**config.mk**
```make
export PLATFORM = sky130hd
export DESIGN_NAME = ffba_ram
export DESIGN_NICKNAME = d
export VERILOG_FILES = /design/src/rtl/first_fit_block_allocator_assert.svh /design/src/rtl/ffba_ram.sv
export SDC_FILE = /design/constraint.sdc
export NUM_CORES = 1
export LEC_CHECK = 0
export ABC_AREA = 1
export ABC_CLOCK_PERIOD_IN_PS = 2600
export BUFFER_PORTS_ARGS = -buffer_cell sky130_fd_sc_hd__buf_4
export CAP_MARGIN = 30
export CORE_MARGIN = 2
export CORE_UTILIZATION = 47
export CTS_CLUSTER_DIAMETER = 40
export DETAILED_ROUTE_END_ITERATION = 10
export PLACE_DENSITY = 0.71
export SLEW_MARGIN = 10
export SYNTH_ARGS = -nofsm -noshare
export SYNTH_HDL_FRONTEND = slang
export SYNTH_SLANG_ARGS = --single-unit
```
**constraint.sdc**
```tcl
create_clock -name clk -period 2.6 [get_ports clk]
set_input_delay 0.13 -clock clk [delete_from_list [all_inputs] [get_ports clk]]
set_output_delay 0.13 -clock clk [all_outputs]
set_load 0.03 [all_outputs]
```
**src/rtl/first_fit_block_allocator_assert.svh**
```systemverilog
// Assertion macros shared by the allocator RTL.
// Expects clk and rst_n in the scope of the including module.
`ifndef FIRST_FIT_BLOCK_ALLOCATOR_ASSERT_SVH
`define FIRST_FIT_BLOCK_ALLOCATOR_ASSERT_SVH

// Condition holds at every clock edge out of reset
`define FFBA_ASSERT_ALWAYS(lbl, cond, msg) \
  lbl: assert property (@(posedge clk) disable iff (!rst_n) (cond)) \
    else $error(msg);

// Antecedent implies consequent in the same cycle
`define FFBA_ASSERT_IMP(lbl, ante, cons, msg) \
  lbl: assert property (@(posedge clk) disable iff (!rst_n) (ante) |-> (cons)) \
    else $error(msg);

// Antecedent implies consequent in the next cycle
`define FFBA_ASSERT_NEXT(lbl, ante, cons, msg) \
  lbl: assert property (@(posedge clk) disable iff (!rst_n) (ante) |=> (cons)) \
    else $error(msg);

`endif

```
**src/rtl/ffba_ram.sv**
```systemverilog
// Generic simple dual-port RAM: one write port, one read port, registered read.
// No dependencies.
`default_nettype none

module ffba_ram #(
  parameter int unsigned WIDTH = 8,
  parameter int unsigned DEPTH = 16,
  localparam int unsigned AW   = (DEPTH > 1) ? $clog2(DEPTH) : 1
) (
  input  wire logic             clk,
  input  wire logic             we,
  input  wire logic [AW-1:0]    waddr,
  input  wire logic [WIDTH-1:0] wdata,
  input  wire logic [AW-1:0]    raddr,
  output      logic [WIDTH-1:0] rdata
);

  logic [WIDTH-1:0] mem [DEPTH];

  always_ff @(posedge clk) begin
    if (we) begin
      mem[waddr] <= wdata;
    end
    rdata <= mem[raddr];
  end

endmodule

`default_nettype wire

```
==> metrics.md <==
| Metric | Value |
|---|---|
| Mapped Nets | 569 |
| Die Width | 115 um |
| GPL Wtd Cong | 0.817 |
| Post-DR wirelength/cell | about 17 um |
| CTS Hold Bufs | 0 |
| Period utilization | 0.436 |
| Length in cells of the worst reg-to-reg path | 6 |
| Post-CTS Resized | 0 |
| Worst path max stage delay | 0.29 ns |
| End of the critical path | rdata[7] |
| Gr usage total | 0.206 |
| Slew Limit Fails | 0 |
| Pleak | approximately 2.9 nW |
| Max FO, Critical Path | 47 |
| Cells after Synth | 551 |
| Top cells by area, synth | edfxtp_1 (67%), nand2_1 (11%), nand3_1 (8.4%) |
| Seq pwr share | 0.462 |
| Most frequent CP cell | nand3_1 |
| Crit path from | raddr[0] |
| Sw power | 1.12 mW |
| DIE HEIGHT | between 100 and 150 um |
| Synth area leader | edfxtp_1 |
| Final ANT Viol Nets | 0 |
| Critical Path Sink Type | flip-flop |
| Vias in the first global route | 3665 |
| Share of the synthesized area in the top cell type | 0.667 |
| Slew Limit Headroom | 0.348 |
| Max Freq | around 0.88 GHz |
| TritonCTS Sinks | 136 |
| Cell-internal power | about 4.2 mW |
| # fillers | 991 |
| Final WS setup | 1.47 ns |
| FF+latch count, synth | 136 |
| Yosys warns | 0 |
| Core area | about 0.012 mm^2 |
| Pwr dens | 801 mW/mm^2 |
| R2R Setup Slk | 1.56 ns |
| Avg Inst Size Synth | between 10 and 15 um^2 |
| H-tree levels | 4 |
| Total I/O pin count | 26 |
| Design Power | 5.34 mW |
| Clock buffer depth | 2 |
| Share of post-route cells with drive strength above 1 | 0.108 |
| DRT iter0 DRCs | 437 |
| Worst setup SP type | input pin |
| TritonCTS clock tree | yes |
| Worst-path cell with the longest stage delay | inv_2 |
| Crit path kind | in2reg |
| Root Driver | clkbuf_16 |
| Reg2reg end | rdata[0] |
| DIE AREA | 0.0132 mm^2 |
| Initial antenna violation count | 0 |
| Worst Path Arrival | between 1 and 1.5 ns |
| Final net count | a little under 600 |
| Setup Buffers After CTS | 0 |
| CTS buffer count | 17 |
| Worst Skew | 0.00570 ns |
| Post-place setup slack | 1.04 ns |
| Clock slew at reported path FFs | roughly 0.060 ns |
| First-pass GRT wire length | 19700 um |
| Sequential area share after synthesis | 0.694 |
| Synth cell types | 12 |
| Crit path cell chain | buf_4 -> inv_2 -> buf_12 -> nand2_1 -> nand3_1 -> nand3_1 -> nand3_1 -> nand2_1 |
| Synth-to-Final Area Change | 15.7% |
| Vias | 3839 |
| DP Cell Count | 705 |
| Pin count of the biggest net entering global routing | 48 |
| Clock Latency Late Sink | between 0.4 and 0.5 ns |
| Worst hold-check path type | in2reg |
| Sum Neg Setup Slack | 0 ns |
| Fin util | 0.555 |
| Status | completed |
| Row cnt | 40 |
| Final non-filler cell total | 737 |
| Initial Utilization | 0.480 |
| CP required | 2.92 ns |
| Logic gate share of total power | 0.061 |
| Port Buf Inserts | 25 |
| Switching fraction of total power | 0.209 |
| Dpl hpwl | between 7000 and 8000 um |
| Number of max-cap violations | 0 |
| Reg-to-reg startpoint | mem[8][0] |
| Setup Viol. Count Final | 0 |
| Clock power frac | 0.477 |
| Drt drc | 0 |
| Syn Std Cell Area | 0.00577 mm^2 |
| Grt ovf | 0 |
| WL final | 12500 um |
| Measured slew at the worst slew-check pin | 0.974 ns |
| Hold Violations, Final | 0 |
| Max rail drop VDD | 0.531 mV |
| First-pass DRT Iterations | 8 |
| Via-to-Cell Ratio | 5.21 |
| Fin crit period | approximately 1.1 ns |
| Unrepaired setup endpoints after global routing | false |
| ANT cells | 0 |
## through the flow
step / hold slack [ns] / cell area [um^2]
after floorplan: 0.229 / 5770
after global placement: 0.467 / 6030
after detailed placement: 0.466 / 6030
after CTS: 0.0272 / 6670
after global routing: 0.0409 / 6670
final: 0.0392 / 6670
## worst min-delay path by stage
stage / end / cells past startpoint / start / slack [ns]
floorplan: mem[0][0] / 0 / wdata[0] / 0.23
global placement: rdata[2] / 3 / raddr[3] / 0.47
detailed placement: rdata[3] / 3 / raddr[3] / 0.47
CTS: rdata[3] / 3 / raddr[3] / 0.03
global route: rdata[3] / 3 / raddr[3] / 0.04
finish: rdata[3] / 3 / raddr[3] / 0.04
## synth_stat cells
cell and instances:
buf_1 1, buf_2 13, buf_4 4, buf_6 6, dfxtp_1 8, edfxtp_1 128, inv_1 100, inv_2 2
nand2_1 173, nand3_1 97, nand3b_1 2, nor2_1 17
## state kept, by name, indices dropped and copies added (netlist names)
name / flops
mem: 128
rdata: 8
## power groups by stage
stage / clock [mW] / sequential (mW) / combinational (mW)
2_1_floorplan: 0 / 2.54 / 0.173
3_3_place_gp: 0 / 2.51 / 0.317
3_5_place_dp: 0 / 2.51 / 0.324
4_1_cts: 2.56 / 2.47 / 0.328
5_1_grt: 2.66 / 2.47 / 0.359
6_report: 2.55 / 2.47 / 0.327
## layer usage
layer / wire length, um / global-route usage
met5: 0 / 0
met4: 282 / 0.0884
met3: 1030 / 0.0538
met2: 6130 / 0.328
met1: 5060 / 0.269
## final cells by class
cell class	instances	area, um^2	share of cell area
Tap cell	147	184	0.0276
Clock buffer	21	470	0.0705
Clock inverter	11	170	0.0255
Sequential cell	136	4000	0.600
Timing Repair Buffer	31	245	0.0368
Multi-Input combinational cell	289	1210	0.182
Inverter	102	383	0.0574
## worst max-delay path, delay by kind of cell
family,cells,cell delay [ns]
buffers and inverters,3,0.75
and+or+nand+nor,5,0.50
## cell families after synthesis
logic type	after synthesis	synth area share
flip-flops	136	0.694
AND/OR/NAND/NOR	289	0.210
buffers and inverters	126	0.0952
## layout by cell type (no fill, tap or decap), drive strengths merged
cell,count
clkinvlp,3
buf,31
clkbuf,21
edfxtp,128
nand2,173
nor2,17
nand3b,2
dfxtp,8
bufinv,4
clkinv,4
nand3,97
inv,102
No activity file was read; power rests on OpenSTA's default activity.
