### src/rtl/first_fit_block_allocator_assert.svh
// Assertion macros shared by the allocator RTL.
// Expects clk and rst_n in the scope of the including module.
`ifndef FIRST_FIT_BLOCK_ALLOCATOR_ASSERT_SVH
`define FIRST_FIT_BLOCK_ALLOCATOR_ASSERT_SVH

// Condition holds at every clock edge out of reset
`define FFBA_ASSERT_ALWAYS(lbl, cond, msg) \
  lbl: assert property (@(posedge clk) disable iff (!rst_n) (cond)) \
    else $error(msg);

// Antecedent implies consequent in the same cycle
`define FFBA_ASSERT_IMP(lbl, ante, cons, msg) \
  lbl: assert property (@(posedge clk) disable iff (!rst_n) (ante) |-> (cons)) \
    else $error(msg);

// Antecedent implies consequent in the next cycle
`define FFBA_ASSERT_NEXT(lbl, ante, cons, msg) \
  lbl: assert property (@(posedge clk) disable iff (!rst_n) (ante) |=> (cons)) \
    else $error(msg);

`endif

### src/rtl/ffba_pkg.sv
// Package for the first-fit block allocator: widths, codes, reset values,
// divider request/response structs. No dependencies.
`default_nettype none

package ffba_pkg;

  // field widths
  localparam int unsigned ADDR_W  = 32;
  localparam int unsigned BSIZE_W = 17;
  localparam int unsigned REQ_W   = 27;
  localparam int unsigned TAG_W   = 11;
  localparam int unsigned ST_W    = 3;
  localparam int unsigned CFG_W   = 32;
  localparam int unsigned CIDX_W  = 2;

  // counters that must hold a pool size plus one
  localparam int unsigned SC_W    = TAG_W + 1;
  localparam int unsigned TAG_MAX = (1 << TAG_W) - 1;

  // divider
  localparam int unsigned DIV_W     = ADDR_W;
  localparam int unsigned DIV_CNT_W = $clog2(DIV_W + 1);

  // defaults
  localparam int unsigned DEF_MAX_BLOCKS = 1024;
  localparam logic [BSIZE_W-1:0] RST_BLOCK_SIZE = BSIZE_W'(64);
  localparam logic [TAG_W-1:0]   RST_TOTAL      = TAG_W'(1024);

  // operation codes
  localparam logic OP_ALLOC = 1'b0;
  localparam logic OP_FREE  = 1'b1;

  // configuration register indexes
  localparam logic [CIDX_W-1:0] CFG_BASE  = 2'd0;
  localparam logic [CIDX_W-1:0] CFG_BSIZE = 2'd1;
  localparam logic [CIDX_W-1:0] CFG_TOTAL = 2'd2;

  // result status codes
  typedef enum logic [ST_W-1:0] {
    ST_OK      = 3'd0,
    ST_FEW     = 3'd1,
    ST_NORUN   = 3'd2,
    ST_BADADDR = 3'd3,
    ST_ZERO    = 3'd4
  } status_t;

  // divider handshake
  typedef struct packed {
    logic               start;
    logic [DIV_W-1:0]   dividend;
    logic [BSIZE_W-1:0] divisor;
  } div_req_t;

  typedef struct packed {
    logic             done;
    logic [DIV_W-1:0] quotient;
    logic             rem_nz;
  } div_rsp_t;

endpackage

`default_nettype wire

### src/rtl/ffba_div.sv
// Restoring divider, one quotient bit per cycle; reports quotient and
// whether the remainder is nonzero. Depends on ffba_pkg.
`default_nettype none

module ffba_div import ffba_pkg::*; (
  input  wire logic     clk,
  input  wire logic     rst_n,
  input  wire div_req_t req,
  output      div_rsp_t rsp
);

  logic                 busy_r, busy_nxt;
  logic                 done_r, done_nxt;
  logic [DIV_CNT_W-1:0] cnt_r, cnt_nxt;
  logic [DIV_W-1:0]     quo_r, quo_nxt;
  logic [BSIZE_W-1:0]   rem_r, rem_nxt;
  logic [BSIZE_W-1:0]   dvs_r, dvs_nxt;
  logic [BSIZE_W:0]     trial;
  logic                 ge;

  // one shift-subtract step
  always_comb begin
    trial    = {rem_r, quo_r[DIV_W-1]};
    ge       = (trial >= {1'b0, dvs_r});
    busy_nxt = busy_r;
    done_nxt = 1'b0;
    cnt_nxt  = cnt_r;
    quo_nxt  = quo_r;
    rem_nxt  = rem_r;
    dvs_nxt  = dvs_r;
    if (req.start) begin
      busy_nxt = 1'b1;
      cnt_nxt  = DIV_CNT_W'(DIV_W);
      quo_nxt  = req.dividend;
      rem_nxt  = '0;
      dvs_nxt  = req.divisor;
    end else if (busy_r) begin
      quo_nxt = {quo_r[DIV_W-2:0], ge};
      rem_nxt = ge ? BSIZE_W'(trial - {1'b0, dvs_r}) : trial[BSIZE_W-1:0];
      cnt_nxt = cnt_r - 1'b1;
      if (cnt_r == DIV_CNT_W'(1)) begin
        busy_nxt = 1'b0;
        done_nxt = 1'b1;
      end
    end
  end

  always_ff @(posedge clk) begin
    if (!rst_n) begin
      busy_r <= 1'b0;
      done_r <= 1'b0;
      cnt_r  <= '0;
    end else begin
      busy_r <= busy_nxt;
      done_r <= done_nxt;
      cnt_r  <= cnt_nxt;
    end
    quo_r <= quo_nxt;
    rem_r <= rem_nxt;
    dvs_r <= dvs_nxt;
  end

  assign rsp.done     = done_r;
  assign rsp.quotient = quo_r;
  assign rsp.rem_nz   = |rem_r;

endmodule

`default_nettype wire

### config.mk
export PLATFORM = sky130hd
export DESIGN_NAME = ffba_div
export DESIGN_NICKNAME = d
export VERILOG_FILES = /design/src/rtl/first_fit_block_allocator_assert.svh /design/src/rtl/ffba_pkg.sv /design/src/rtl/ffba_div.sv
export SDC_FILE = /design/constraint.sdc
export NUM_CORES = 1
export LEC_CHECK = 0
export BUFFER_PORTS_ARGS = -buffer_cell sky130_fd_sc_hd__buf_2
export CORE_MARGIN = 2
export CORE_UTILIZATION = 40
export CTS_BUF_LIST = sky130_fd_sc_hd__clkbuf_4 sky130_fd_sc_hd__clkbuf_8
export DETAILED_ROUTE_END_ITERATION = 8
export HOLD_SLACK_MARGIN = 0.12
export PLACE_DENSITY = 0.64
export SETUP_SLACK_MARGIN = 0.15
export SYNTH_ARGS = -nofsm -noshare
export SYNTH_HDL_FRONTEND = slang
export SYNTH_SLANG_ARGS = --single-unit
### constraint.sdc
create_clock -name clk -period 5.65 [get_ports clk]
set_input_delay 0.565 -clock clk [delete_from_list [all_inputs] [get_ports clk]]
set_output_delay 0.565 -clock clk [all_outputs]
set_load 0.01 [all_outputs]
==> out/results.txt <==
CTS hold repair buffers: 0
Crit path DAT: 3.30 ns
Post-CTS sizing: 0
Initial antenna violation count: 0
Synthesized area: 0.003943 mm²
Pre-CTS setup slack: 2.430 ns
Die Y: 103.3 µm
Family with the most delay on the worst path: compound AO/OA/AOI/OAI gates
Final min period: 3.037 ns
Final Core Density: 48.06%
Dpl hpwl: 6325 µm
Tot GR Track Use: 17.24%
Sink Count: 74
Sequential-to-total area share from yosys stat: 50.02%
DRT Pass-1 Iters: 5
Final hold vios: 0
RSZ-0062 raised after global routing: false
Crit-path cells: inv_1, ha_1, inv_1, fa_1, a21o_1, a22o_1, o311ai_2, and3_1, nand2_1, a311oi_2
Top Ports: 86
Final period utilization: 53.75%
Hold Startpoint: req[6]
# H-tree levels: 3
Reg2Reg Depth: 10
Met1 GRT Util: 24.15%
Reg2reg setup slack: 2.61 ns
Post-synth top cells: edfxtp_1 (49), nand2_1 (34), mux2_2 (32), inv_1 (26)
Worst path slowest cell: and3_1
P_leak: 1.924 nW
Pin count of the biggest net entering global routing: 58
Setup slack after layout: 2.613 ns
Synth Flop Type: edfxtp_1
Setup bufs post-CTS: 0
Cell variety after synth: 55
Syn Inst Count: 367
PwrDens: 267.9 mW/mm²
Initial Util: 40.71%
Fin nets: 520
Max Cap Viol: 0
Met2 usage: 25.12%
Worst Setup End Kind: flop
F_max: 329.3 MHz
Synth area leaders: edfxtp_1 (37%), dfxtp_1 (13%), mux2_2 (9.1%)
Layout cells sized above 1: 30.68%
Average size of a mapped cell: 10.74 µm²
Warnings, synthesis: 0
Final setup vio count: 0
Grt total ovfl: 0
Setup Skew: 0.006150 ns
CP Class: reg2reg
Synth async-reset ratio: 0%
DRC viols: 0
CTS tree: done
DR vias: 3057
Routed Antenna Nets: 0
Clock Tree Buf Depth: 2
Syn nets: 439
GR Layer Usage met3: 5.914%
Initial DRC count: 260
Number of port buffers: 85
Placed cell areas: 0.004466 mm²
Vias in the first global route: 2848
Count leader, synth: edfxtp_1
Setup TNS: 0 ns
Row cnt: 36
Peak supply drop: 170.0 µV
Hold Path Class: in2reg
Crit path buf inv count: 2
RR Startpoint: quo_r[31]
WHS Endpoint: dvs_r[6]
Synth top area share: 37.32%
CTS buffer count: 9
Die W: 103.3 µm
Final Instance Area: 0.004654 mm²
Post-synth EDFFs: 49
Layout overhead on the synthesized area: 18.06%
Slew margin rel.: 18.85%
Routability cong.: 0.8489
Worst skew pair latency: 0.34 ns
DR vias/cell: 5.217
Gr busiest metal: met2
Critical path's largest stage delay: 0.72 ns
Crit start category: flop
Worst Tran Pin Value: 1.216 ns
Highest fanout seen on the critical path: 23
Diodes inserted: 0
Die area: 0.01067 mm²
Crit path from: quo_r[31]
Core area: 0.009684 mm²
Crit-path most repeated cell: inv_1
Post-synthesis register bit count: 74
Clk Tree Root Cell: clkbuf_8
RR Endpoint: rem_r[5]
Outcome: finished, final reports clean
Final Max Tran Viols: 0
Clk slew on worst S/H paths: 0.07 ns
First-pass GRT wire length: 14100 µm
Required @ worst endpoint: 5.91 ns
Hold Path Cell Cnt: 1
Drt total wl: 8584 µm
WL per Instance: 14.65 µm
Area leader, netlist: edfxtp_1
## through the flow
| step | total power, W | cells | hold slack [ns] |
|---|---|---|---|
| 3_5_place_dp | 0.0008651 | 570 | 0.4841 |
| 5_1_grt | 0.001310 | 586 | 0.3702 |
| 3_3_place_gp | 0.0008615 | 570 | 0.4751 |
| 2_1_floorplan | 0.0007891 | 367 | 0.4609 |
| 4_1_cts | 0.001260 | 586 | 0.3725 |
| 6_report | 0.001247 | 586 | 0.3891 |
## final cells by class
type	instances	area, µm²
clock inverter	6	57.56
timing repair buffer	86	432.9
tap	133	166.4
clock buffer	10	131.4
multi-input combinational	251	1797
inverter	26	97.59
fill	940	5030
sequential	74	1972
## power by group
group | switching, W | leakage (nW) | internal, W
clock | 0.000188 | 0.0908 | 0.000205
sequential | 0.0000225 | 0.692 | 0.000625
combinational | 0.000114 | 1.14 | 0.0000922
total | 0.000324 | 1.92 | 0.000923
## cells in the final DEF, fill, tap and decap left out, types with 4 or more instances in the layout
cell and n:
a21oi_1 20, nand3_1 17, nor3_1 6, nand2_1 34, inv_1 26, buf_2 85
nor4_1 6, mux2_2 32, edfxtp_1 49, a21o_1 4, dfxtp_1 25, xnor2_1 9
nand4_1 4, o21ai_0 15, nand2b_1 7, ha_1 19, a32oi_1 7, xor2_1 6
clkbuf_8 9, nor2_1 25
## kinds of logic (layout without fill, tap and decap cells)
| logic type | count (synthesis) | in the layout | share of synthesized area [%] |
|---|---|---|---|
| flip-flops | 74 | 74 | 50.02 |
| XOR/XNOR | 15 | 15 | 3.332 |
| AND/OR/NAND/NOR | 108 | 108 | 12.92 |
| adder cells (fa/ha/maj) | 20 | 20 | 6.538 |
| multiplexers | 33 | 33 | 9.394 |
| AO/OA/AOI/OAI | 75 | 75 | 13.39 |
| buffers and inverters | 42 | 128 | 4.411 |
## flip-flops by register name (all words and copies together) (netlist names)
name	count
busy_r	1
cnt_r	6
done_r	1
dvs_r	17
quo_r	32
rem_r	17
## how the worst max path moves through the flow
stage,slack [ns],depth (start not counted),end
3_3_place_gp,2.54,4,quo_r[5]
3_5_place_dp,2.43,4,quo_r[4]
5_1_grt,2.36,10,rem_r[5]
4_1_cts,2.60,10,rem_r[5]
2_1_floorplan,3.07,9,quo_r[0]
6_report,2.61,10,rem_r[5]
## routing by layer
metal / share of wire [%] / vias up
li1: - / 1520
met1: 46 / 1430
met2: 45 / 99
met3: 7.4 / 8
met4: 1.2 / 0
met5: 0 / -
(Power assumes the default switching activity.)
